--- config.mk ---
export PLATFORM = sky130hd
export DESIGN_NAME = servo_command_parser_core
export DESIGN_NICKNAME = d
export VERILOG_FILES = /design/src/rtl/core/scp_pkg.sv /design/src/rtl/core/scp_front.sv /design/src/rtl/core/scp_queue.sv /design/src/rtl/core/scp_back.sv /design/src/rtl/core/servo_command_parser_core.sv
export SDC_FILE = /design/constraint.sdc
export NUM_CORES = 1
export LEC_CHECK = 0
export ABC_AREA = 0
export BUFFER_PORTS_ARGS = -buffer_cell sky130_fd_sc_hd__buf_2
export CORE_MARGIN = 4
export CORE_UTILIZATION = 52
export CTS_BUF_LIST = sky130_fd_sc_hd__clkbuf_8
export CTS_CLUSTER_DIAMETER = 100
export DETAILED_ROUTE_END_ITERATION = 8
export PLACE_DENSITY = 0.68
export SYNTH_ARGS = -nofsm -noshare
export SYNTH_HDL_FRONTEND = slang
export SYNTH_HIERARCHICAL = 1
export SYNTH_SLANG_ARGS = --single-unit
export TNS_END_PERCENT = 5
--- constraint.sdc ---
create_clock -name clk -period 8.4 [get_ports clk]
set_clock_uncertainty 0.15 [all_clocks]
set_input_delay 0 -clock clk [delete_from_list [all_inputs] [get_ports clk]]
set_output_delay 0 -clock clk [all_outputs]
set_load 0.02 [all_outputs]
--- src/rtl/core/scp_pkg.sv ---
// ----------------------------------------------------------------------------
// scp_pkg
// Types and constants shared by the servo command parser modules.
// ----------------------------------------------------------------------------
`timescale 1ns / 1ps

package scp_pkg;

	typedef enum logic [2:0] {
		KIND_NONE    = 3'd0,
		KIND_PAN     = 3'd1,
		KIND_TILT    = 3'd2,
		KIND_PANTILT = 3'd3,
		KIND_REJECT  = 3'd4,
		KIND_CENTER  = 3'd5,
		KIND_STOP    = 3'd6
	} kind_t;

	typedef struct packed {
		kind_t       kind;
		logic        first_neg;
		logic [11:0] first_scaled;
		logic        second_neg;
		logic [11:0] second_scaled;
	} cmd_t;

	localparam logic [11:0] PULSE_CENTER = 12'd1500;
	localparam logic [6:0]  ANGLE_LIMIT  = 7'd60;
	localparam logic [6:0]  MAG_SAT      = 7'd127;
	localparam logic [11:0] ANGLE_SCALE  = 12'd50;
	localparam logic [15:0] RECIP_THREE  = 16'd43691;

	localparam logic [4:0] MS_START       = 5'd0;
	localparam logic [4:0] MS_P           = 5'd1;
	localparam logic [4:0] MS_PA          = 5'd2;
	localparam logic [4:0] MS_PAN         = 5'd3;
	localparam logic [4:0] MS_PAN_NUM     = 5'd4;
	localparam logic [4:0] MS_PANT        = 5'd5;
	localparam logic [4:0] MS_PANTI       = 5'd6;
	localparam logic [4:0] MS_PANTIL      = 5'd7;
	localparam logic [4:0] MS_PANTILT     = 5'd8;
	localparam logic [4:0] MS_PANTILT_NUM = 5'd9;
	localparam logic [4:0] MS_T           = 5'd10;
	localparam logic [4:0] MS_TI          = 5'd11;
	localparam logic [4:0] MS_TIL         = 5'd12;
	localparam logic [4:0] MS_TILT        = 5'd13;
	localparam logic [4:0] MS_TILT_NUM    = 5'd14;
	localparam logic [4:0] MS_C           = 5'd15;
	localparam logic [4:0] MS_CE          = 5'd16;
	localparam logic [4:0] MS_CEN         = 5'd17;
	localparam logic [4:0] MS_CENT        = 5'd18;
	localparam logic [4:0] MS_CENTE       = 5'd19;
	localparam logic [4:0] MS_CENTER_DONE = 5'd20;
	localparam logic [4:0] MS_S           = 5'd21;
	localparam logic [4:0] MS_ST          = 5'd22;
	localparam logic [4:0] MS_STO         = 5'd23;
	localparam logic [4:0] MS_STOP_DONE   = 5'd24;
	localparam logic [4:0] MS_DEAD        = 5'd25;

	localparam logic [2:0] PH_FIRST_WAIT    = 3'd0;
	localparam logic [2:0] PH_FIRST_SIGN    = 3'd1;
	localparam logic [2:0] PH_FIRST_DIGITS  = 3'd2;
	localparam logic [2:0] PH_SECOND_WAIT   = 3'd4;
	localparam logic [2:0] PH_SECOND_SIGN   = 3'd5;
	localparam logic [2:0] PH_SECOND_DIGITS = 3'd6;
	localparam logic [2:0] PH_DONE          = 3'd7;

	localparam logic [7:0] CH_NUL   = 8'h00;
	localparam logic [7:0] CH_TAB   = 8'h09;
	localparam logic [7:0] CH_LF    = 8'h0A;
	localparam logic [7:0] CH_VT    = 8'h0B;
	localparam logic [7:0] CH_FF    = 8'h0C;
	localparam logic [7:0] CH_CR    = 8'h0D;
	localparam logic [7:0] CH_SPACE = 8'h20;
	localparam logic [7:0] CH_PLUS  = 8'h2B;
	localparam logic [7:0] CH_COMMA = 8'h2C;
	localparam logic [7:0] CH_MINUS = 8'h2D;
	localparam logic [7:0] CH_ZERO  = 8'h30;
	localparam logic [7:0] CH_NINE  = 8'h39;
	localparam logic [7:0] CH_COLON = 8'h3A;
	localparam logic [7:0] CH_A     = 8'h41;
	localparam logic [7:0] CH_C     = 8'h43;
	localparam logic [7:0] CH_E     = 8'h45;
	localparam logic [7:0] CH_I     = 8'h49;
	localparam logic [7:0] CH_L     = 8'h4C;
	localparam logic [7:0] CH_N     = 8'h4E;
	localparam logic [7:0] CH_O     = 8'h4F;
	localparam logic [7:0] CH_P     = 8'h50;
	localparam logic [7:0] CH_R     = 8'h52;
	localparam logic [7:0] CH_S     = 8'h53;
	localparam logic [7:0] CH_T     = 8'h54;

endpackage

--- src/rtl/core/scp_front.sv ---
// ----------------------------------------------------------------------------
// scp_front
// Per-byte command matcher and number reader; emits one command at message end.
// ----------------------------------------------------------------------------
`timescale 1ns / 1ps

module scp_front #(
	parameter int MSG_CAPACITY = 99
) (
	input  logic              clk,
	input  logic              arst_n,
	input  logic              accept,
	input  logic              action,
	input  logic [7:0]        data_byte,
	output logic              push,
	output scp_pkg::cmd_t     push_cmd
);
	import scp_pkg::*;

	localparam logic [6:0] CAPACITY = 7'(MSG_CAPACITY);

	logic [6:0] byte_count_q;
	logic       line_ended_q;
	logic [4:0] match_q;
	logic [2:0] phase_q;
	logic       first_neg_q;
	logic [6:0] first_mag_q;
	logic       first_has_q;
	logic       second_neg_q;
	logic [6:0] second_mag_q;
	logic       second_has_q;

	logic [2:0] phase_d;
	logic       first_neg_d;
	logic [6:0] first_mag_d;
	logic       first_has_d;
	logic       second_neg_d;
	logic [6:0] second_mag_d;
	logic       second_has_d;

	logic       take_byte;
	logic       is_end_char;
	logic       in_number;
	logic       two_numbers;
	logic       blank;
	logic       digit;
	logic       sign;
	logic [6:0] first_clamp;
	logic [6:0] second_clamp;

	function automatic logic [6:0] add_digit(input logic [6:0] mag, input logic [7:0] c);
		logic [10:0] v;
		v = 11'(mag) * 11'd10 + 11'(c[3:0]);
		return (v > 11'(MAG_SAT)) ? MAG_SAT : v[6:0];
	endfunction

	function automatic logic [4:0] next_match(input logic [4:0] s, input logic [7:0] c);
		logic [4:0] n;
		n = MS_DEAD;
		case (s)
			MS_START: begin
				if (c == CH_P) n = MS_P;
				else if (c == CH_T) n = MS_T;
				else if (c == CH_C) n = MS_C;
				else if (c == CH_S) n = MS_S;
			end
			MS_P:       if (c == CH_A) n = MS_PA;
			MS_PA:      if (c == CH_N) n = MS_PAN;
			MS_PAN: begin
				if (c == CH_COLON) n = MS_PAN_NUM;
				else if (c == CH_T) n = MS_PANT;
			end
			MS_PANT:    if (c == CH_I) n = MS_PANTI;
			MS_PANTI:   if (c == CH_L) n = MS_PANTIL;
			MS_PANTIL:  if (c == CH_T) n = MS_PANTILT;
			MS_PANTILT: if (c == CH_COLON) n = MS_PANTILT_NUM;
			MS_T:       if (c == CH_I) n = MS_TI;
			MS_TI:      if (c == CH_L) n = MS_TIL;
			MS_TIL:     if (c == CH_T) n = MS_TILT;
			MS_TILT:    if (c == CH_COLON) n = MS_TILT_NUM;
			MS_C:       if (c == CH_E) n = MS_CE;
			MS_CE:      if (c == CH_N) n = MS_CEN;
			MS_CEN:     if (c == CH_T) n = MS_CENT;
			MS_CENT:    if (c == CH_E) n = MS_CENTE;
			MS_CENTE:   if (c == CH_R) n = MS_CENTER_DONE;
			MS_S:       if (c == CH_T) n = MS_ST;
			MS_ST:      if (c == CH_O) n = MS_STO;
			MS_STO:     if (c == CH_P) n = MS_STOP_DONE;
			default:    n = MS_DEAD;
		endcase
		return n;
	endfunction

	assign take_byte   = accept && !action && !line_ended_q && (byte_count_q < CAPACITY);
	assign is_end_char = (data_byte == CH_NUL) || (data_byte == CH_LF) || (data_byte == CH_CR);
	assign two_numbers = (match_q == MS_PANTILT_NUM);
	assign in_number   = (match_q == MS_PAN_NUM) || (match_q == MS_TILT_NUM) || two_numbers;
	assign blank       = (data_byte == CH_SPACE) || (data_byte == CH_TAB) ||
	                     (data_byte == CH_VT) || (data_byte == CH_FF);
	assign digit       = (data_byte >= CH_ZERO) && (data_byte <= CH_NINE);
	assign sign        = (data_byte == CH_PLUS) || (data_byte == CH_MINUS);

	always_comb begin
		phase_d      = phase_q;
		first_neg_d  = first_neg_q;
		first_mag_d  = first_mag_q;
		first_has_d  = first_has_q;
		second_neg_d = second_neg_q;
		second_mag_d = second_mag_q;
		second_has_d = second_has_q;
		case (phase_q)
			PH_FIRST_WAIT: begin
				if (blank) begin
					phase_d = phase_q;
				end else if (sign) begin
					first_neg_d = (data_byte == CH_MINUS);
					phase_d     = PH_FIRST_SIGN;
				end else if (digit) begin
					first_mag_d = add_digit(first_mag_q, data_byte);
					first_has_d = 1'b1;
					phase_d     = PH_FIRST_DIGITS;
				end else begin
					phase_d = PH_DONE;
				end
			end
			PH_FIRST_SIGN, PH_FIRST_DIGITS: begin
				if (digit) begin
					first_mag_d = add_digit(first_mag_q, data_byte);
					first_has_d = 1'b1;
					phase_d     = PH_FIRST_DIGITS;
				end else if (two_numbers && (phase_q == PH_FIRST_DIGITS) &&
				             (data_byte == CH_COMMA)) begin
					phase_d = PH_SECOND_WAIT;
				end else begin
					phase_d = PH_DONE;
				end
			end
			PH_SECOND_WAIT: begin
				if (blank) begin
					phase_d = phase_q;
				end else if (sign) begin
					second_neg_d = (data_byte == CH_MINUS);
					phase_d      = PH_SECOND_SIGN;
				end else if (digit) begin
					second_mag_d = add_digit(second_mag_q, data_byte);
					second_has_d = 1'b1;
					phase_d      = PH_SECOND_DIGITS;
				end else begin
					phase_d = PH_DONE;
				end
			end
			PH_SECOND_SIGN, PH_SECOND_DIGITS: begin
				if (digit) begin
					second_mag_d = add_digit(second_mag_q, data_byte);
					second_has_d = 1'b1;
					phase_d      = PH_SECOND_DIGITS;
				end else begin
					phase_d = PH_DONE;
				end
			end
			default: phase_d = PH_DONE;
		endcase
	end

	always_ff @(posedge clk or negedge arst_n) begin
		if (!arst_n) begin
			byte_count_q <= '0;
			line_ended_q <= 1'b0;
			match_q      <= MS_START;
			phase_q      <= PH_FIRST_WAIT;
			first_neg_q  <= 1'b0;
			first_mag_q  <= '0;
			first_has_q  <= 1'b0;
			second_neg_q <= 1'b0;
			second_mag_q <= '0;
			second_has_q <= 1'b0;
		end else if (accept && action) begin
			byte_count_q <= '0;
			line_ended_q <= 1'b0;
			match_q      <= MS_START;
			phase_q      <= PH_FIRST_WAIT;
			first_neg_q  <= 1'b0;
			first_mag_q  <= '0;
			first_has_q  <= 1'b0;
			second_neg_q <= 1'b0;
			second_mag_q <= '0;
			second_has_q <= 1'b0;
		end else if (take_byte) begin
			byte_count_q <= byte_count_q + 7'd1;
			if (is_end_char) begin
				line_ended_q <= 1'b1;
			end else if (in_number) begin
				phase_q      <= phase_d;
				first_neg_q  <= first_neg_d;
				first_mag_q  <= first_mag_d;
				first_has_q  <= first_has_d;
				second_neg_q <= second_neg_d;
				second_mag_q <= second_mag_d;
				second_has_q <= second_has_d;
			end else begin
				match_q <= next_match(match_q, data_byte);
			end
		end
	end

	assign first_clamp  = (first_mag_q > ANGLE_LIMIT) ? ANGLE_LIMIT : first_mag_q;
	assign second_clamp = (second_mag_q > ANGLE_LIMIT) ? ANGLE_LIMIT : second_mag_q;

	always_comb begin
		push_cmd.first_neg     = first_neg_q;
		push_cmd.first_scaled  = 12'(first_clamp) * ANGLE_SCALE;
		push_cmd.second_neg    = second_neg_q;
		push_cmd.second_scaled = 12'(second_clamp) * ANGLE_SCALE;
		case (match_q)
			MS_PAN_NUM:     push_cmd.kind = KIND_PAN;
			MS_TILT_NUM:    push_cmd.kind = KIND_TILT;
			MS_PANTILT_NUM: push_cmd.kind = (first_has_q && second_has_q) ?
			                                KIND_PANTILT : KIND_REJECT;
			MS_CENTER_DONE: push_cmd.kind = KIND_CENTER;
			MS_STOP_DONE:   push_cmd.kind = KIND_STOP;
			default:        push_cmd.kind = KIND_NONE;
		endcase
	end

	assign push = accept && action;

endmodule

--- src/rtl/core/scp_queue.sv ---
// ----------------------------------------------------------------------------
// scp_queue
// Two-entry command queue between the parser and the executor.
// ----------------------------------------------------------------------------
`timescale 1ns / 1ps

module scp_queue (
	input  logic          clk,
	input  logic          arst_n,
	input  logic          push,
	input  scp_pkg::cmd_t push_cmd,
	input  logic          pop,
	output logic          head_valid,
	output scp_pkg::cmd_t head_cmd,
	output logic          full
);
	import scp_pkg::*;

	localparam int DEPTH = 2;

	cmd_t       mem_q [DEPTH];
	logic       wr_ptr_q;
	logic       rd_ptr_q;
	logic [1:0] count_q;

	always_ff @(posedge clk) begin
		if (push) begin
			mem_q[wr_ptr_q] <= push_cmd;
		end
	end

	always_ff @(posedge clk or negedge arst_n) begin
		if (!arst_n) begin
			wr_ptr_q <= 1'b0;
			rd_ptr_q <= 1'b0;
			count_q  <= '0;
		end else begin
			if (push) wr_ptr_q <= ~wr_ptr_q;
			if (pop) rd_ptr_q <= ~rd_ptr_q;
			count_q <= count_q + 2'(push) - 2'(pop);
		end
	end

	assign head_valid = (count_q != 2'd0);
	assign head_cmd   = mem_q[rd_ptr_q];
	assign full       = (count_q == 2'(DEPTH));

endmodule

--- src/rtl/core/scp_back.sv ---
// ----------------------------------------------------------------------------
// scp_back
// Command executor: pulse registers, angle-to-pulse scaling and result register.
// ----------------------------------------------------------------------------
`timescale 1ns / 1ps

module scp_back (
	input  logic          clk,
	input  logic          arst_n,
	input  logic          head_valid,
	input  scp_pkg::cmd_t head_cmd,
	output logic          pop,
	output logic          out_valid,
	input  logic          out_stall,
	output logic [11:0]   pan_pulse,
	output logic [11:0]   tilt_pulse,
	output logic [2:0]    command_kind
);
	import scp_pkg::*;

	logic [11:0] pan_reg_q;
	logic [11:0] tilt_reg_q;
	logic        out_valid_q;
	logic [11:0] pan_out_q;
	logic [11:0] tilt_out_q;
	kind_t       kind_out_q;

	logic [27:0] first_prod;
	logic [27:0] second_prod;
	logic [11:0] first_pulse;
	logic [11:0] second_pulse;
	logic [11:0] pan_next;
	logic [11:0] tilt_next;

	assign pop = head_valid && (!out_valid_q || !out_stall);

	assign first_prod  = 28'(head_cmd.first_scaled) * 28'(RECIP_THREE);
	assign second_prod = 28'(head_cmd.second_scaled) * 28'(RECIP_THREE);

	assign first_pulse  = head_cmd.first_neg ? PULSE_CENTER - 12'(first_prod[26:17]) :
	                                           PULSE_CENTER + 12'(first_prod[26:17]);
	assign second_pulse = head_cmd.second_neg ? PULSE_CENTER - 12'(second_prod[26:17]) :
	                                            PULSE_CENTER + 12'(second_prod[26:17]);

	always_comb begin
		pan_next  = pan_reg_q;
		tilt_next = tilt_reg_q;
		unique case (head_cmd.kind)
			KIND_PAN:     pan_next = first_pulse;
			KIND_TILT:    tilt_next = first_pulse;
			KIND_PANTILT: begin
				pan_next  = first_pulse;
				tilt_next = second_pulse;
			end
			KIND_CENTER, KIND_STOP: begin
				pan_next  = PULSE_CENTER;
				tilt_next = PULSE_CENTER;
			end
			default: begin
				pan_next  = pan_reg_q;
				tilt_next = tilt_reg_q;
			end
		endcase
	end

	always_ff @(posedge clk or negedge arst_n) begin
		if (!arst_n) begin
			pan_reg_q   <= PULSE_CENTER;
			tilt_reg_q  <= PULSE_CENTER;
			out_valid_q <= 1'b0;
		end else begin
			if (pop) begin
				pan_reg_q  <= pan_next;
				tilt_reg_q <= tilt_next;
			end
			if (pop) out_valid_q <= 1'b1;
			else if (!out_stall) out_valid_q <= 1'b0;
		end
	end

	always_ff @(posedge clk) begin
		if (pop) begin
			pan_out_q  <= pan_next;
			tilt_out_q <= tilt_next;
			kind_out_q <= head_cmd.kind;
		end
	end

	assign out_valid    = out_valid_q;
	assign pan_pulse    = pan_out_q;
	assign tilt_pulse   = tilt_out_q;
	assign command_kind = kind_out_q;

endmodule

--- src/rtl/core/servo_command_parser_core.sv ---
// ----------------------------------------------------------------------------
// servo_command_parser_core
// Byte-serial servo command parser with pan and tilt pulse registers.
// ----------------------------------------------------------------------------
// The block takes one item per clock while in_stall is low: a message byte or
// an end-of-message mark. Bytes are matched and their numbers read as they
// arrive. An end-of-message item puts the finished command into a two-entry
// queue; the executor takes it from the queue, updates the pulse registers and
// loads the result into its output register, unless an earlier result is still
// held by the output side.
// in_stall rises only while the queue holds two commands, which happens when
// the output side holds results back.
`timescale 1ns / 1ps

module servo_command_parser_core #(
	parameter int MSG_CAPACITY = 99
) (
	input  logic        clk,
	input  logic        arst_n,
	input  logic        in_valid,
	output logic        in_stall,
	input  logic        action,
	input  logic [7:0]  data_byte,
	output logic        out_valid,
	input  logic        out_stall,
	output logic [11:0] pan_pulse,
	output logic [11:0] tilt_pulse,
	output logic [2:0]  command_kind
);
	import scp_pkg::*;

	logic accept;
	logic push;
	cmd_t push_cmd;
	logic pop;
	logic head_valid;
	cmd_t head_cmd;
	logic full;

	assign in_stall = full;
	assign accept   = in_valid && !in_stall;

	scp_front #(
		.MSG_CAPACITY(MSG_CAPACITY)
	) u_front (
		.clk      (clk),
		.arst_n   (arst_n),
		.accept   (accept),
		.action   (action),
		.data_byte(data_byte),
		.push     (push),
		.push_cmd (push_cmd)
	);

	scp_queue u_queue (
		.clk       (clk),
		.arst_n    (arst_n),
		.push      (push),
		.push_cmd  (push_cmd),
		.pop       (pop),
		.head_valid(head_valid),
		.head_cmd  (head_cmd),
		.full      (full)
	);

	scp_back u_back (
		.clk         (clk),
		.arst_n      (arst_n),
		.head_valid  (head_valid),
		.head_cmd    (head_cmd),
		.pop         (pop),
		.out_valid   (out_valid),
		.out_stall   (out_stall),
		.pan_pulse   (pan_pulse),
		.tilt_pulse  (tilt_pulse),
		.command_kind(command_kind)
	);

endmodule

==> out/metrics.yaml <==
worst_setup_path:
  path_buf_inv: 4
  arrival_ps: 7950
  critPathMaxFanout: 17
  worst_setup_path_start_kind: "register"
  cp_slowest_cell: "dfrtp_4"
  worstSetupEndpointType: "register"
  worstSetupPathType: "register to register"
  critPathTopFamily: "adder cells"
  cp.required_ps: 8470
  max_stage_delay_ps: 630
clock_network:
  cts.htree.levels: 4
  cts_buffer_depth: 2
  cts_sinks: 148
  numCtsBuffers: 17
  cts_root_buffer: "clkbuf_8"
  cts_tree: "built"
  clk_pin_slew_ps: 100
  worstSkewPairLatency_ps: 470
timing:
  min_period_ps: 7880
  worstMarginPinSlew_ps: 1020
  drv_slew: 0
  hold_viol: 0
  setup-violations-final: 0
  timing.setup.tns_ps: 0
  maxSlewHeadroom_pct: 31.9
  finalCritPeriodShare_pct: 93.8
  fmax_mhz: 127
  holdWs_ps: 31.1
  rsz0062_at_grt: "no"
grt:
  grt_max_degree: 64
  first_global_vias: 12200
  grt_usage_pct: 21.3
  antenna_found_initial: 0
  overflow: 0
  grt_first_pass_wirelength_um: 59800
place:
  gp_congestion: 0.925
  io_buffer_count: 41
  placedCellCount: 2015
  hpwlAfterDp_um: 27600
synthesis:
  synth_area_per_cell_um2: 9.92
  ys.warnings.count: 6
  ys_types: 109
  seq_area_frac_synth_pct: 25.7
  synth_seq_cells: 148
  async_reset_ff_share_pct: 42.6
  ys.flop_type: "edfxtp_1"
  netlist_instances: 1626
  synth_edf_count: 85
  netlist_area_mm2: 0.0161
worst_hold_path:
  timing.hold.worst.class: "primary input to register"
cells_and_area:
  drive_gt1_share_pct: 10.6
  antenna_cells: 0
  nFillCells: 2704
  areaGrowthSynthToFinish_pct: 5.66
  fin_nets: 1986
  regArea_mm2: 0.00415
  final_cells: 2059
  final_util_pct: 55.7
  mostFrequentLayoutCells: "225 x inv_1, 225 x ha_1, 108 x nand2_1"
  multi_input_area_mm2: 0.0107
detailed_routing:
  routed_wl_um: 35100
  drtIter0Drc: 738
  drc: 0
  vias: 12000
  detail-route-antenna-nets: 0
  viasPerCell: 5.85
  wl_per_cell_um: 17.0
  drtPass1Iterations: 5
run:
  drv_cap: 0
floorplan:
  ioPinCount: 42
  dieWidth_um: 184
  die_y_um: 184
  core_area_mm2: 0.0306
  rows: 64
  dieArea_mm2: 0.0339
  start_util_pct: 52.7
status:
  outcome: "completed"
## worst paths after layout
kind | startpoint | endpoint | slack (ps) | cells after the start
hold reg to reg | u_back/pan_reg_q[4] | u_back/pan_reg_q[4] | 330 | 2
min in group asynchronous | arst_n | u_back/pan_reg_q[5] | 90 | 3
max in group asynchronous | arst_n | u_queue/rd_ptr_q | 7360 | 3
hold / removal | data_byte[7] | u_front/phase_q[1] | 30 | 6
setup / recovery | u_queue/rd_ptr_q | u_back/tilt_pulse[8] | 520 | 26
setup reg to reg | u_queue/rd_ptr_q | u_back/tilt_pulse[8] | 520 | 26
## logic make-up after synthesis
kind of cell	synth area share [%]
buffers and inverters	7.81
DFF	25.7
muxes	3.86
xor gates and xnor gates	3.79
AOI/OAI and AO/OA	16.3
adders and majority gates	29.6
and+or+nand+nor	12.9
other	0.0466
## cell type report
type                       count  area share (%)
tap                          396            2.91
inverter                     228            5.05
multi-input combinational   1195            63.0
sequential                   148            24.4
timing repair buffer          60            2.22
clock inverter                15            1.08
clock buffer                  17            1.37
## repair_timing
item / in CTS / in global routing
hold endpoints to repair: 60 / 0
buffers inserted: 0 / 0
endpoints found under the setup margin: 0 / 1
resized for setup: 0 / 1
hold buffers: 12 / 0
## state kept, by name (all words and copies together), names as in the netlist, 2 cells and up
name,flops
u_back/command_kind,3
u_back/pan_pulse,12
u_back/pan_reg_q,12
u_back/tilt_pulse,12
u_back/tilt_reg_q,12
u_front/byte_count_q,7
u_front/first_mag_q,7
u_front/match_q,5
u_front/phase_q,3
u_front/second_mag_q,7
u_queue/count_q,2
u_queue/mem_q,58
## Yosys cell counts (28+ instances only)
library cell / n / area share, %
ha_1: 225 / 17
o21ai_0: 42 / 1.3
clkbuf_1: 33 / 0.77
dfrtp_1: 49 / 7.6
a21oi_1: 92 / 2.9
inv_1: 225 / 5.2
nor2_1: 75 / 1.7
nor3_1: 28 / 0.87
mux2_4: 29 / 2.7
xnor2_1: 45 / 2.4
nand2_1: 108 / 2.5
edfxtp_1: 85 / 16
fa_1: 98 / 12
## worst reg2reg max path, cell delays in order, from the launching register on
cell	delay, ps
dfrtp_4	630
mux2_4	370
ha_1	310
inv_1	110
fa_1	460
fa_1	510
inv_1	100
fa_1	550
inv_1	50
fa_1	520
inv_1	40
ha_1	380
and4_1	240
a221oi_2	300
nand2b_1	140
a2111o_1	350
o211a_1	200
ha_1	230
a21boi_0	280
nor2b_1	230
and3_1	180
a311oi_1	60
a311oi_1	370
o21ai_0	150
a211oi_1	320
mux2i_1	150
o22a_1	200
## metrics by stage
stage,area (µm²),setup WS (ps)
floorplan,16100,1100
global placement,16500,649
detailed placement,16500,472
CTS,17000,432
global route,17000,23.0
finish,17000,521
## routing by layer
| layer | share of wire (%) | global-route usage, % | wire length, µm | vias up |
|---|---|---|---|---|
| met4 | 1.8 | 4.97 | 646 | 0 |
| met5 | 0 | 0 | 0 | - |
| li1 | - | - | - | 5865 |
| met3 | 3.8 | 2.65 | 1320 | 45 |
| met1 | 46 | 29.2 | 16100 | 5860 |
| met2 | 48 | 36.1 | 17000 | 279 |
Power is not shown: default switching activity piles up to over one toggle a cycle in this logic, so the estimate is an artifact.
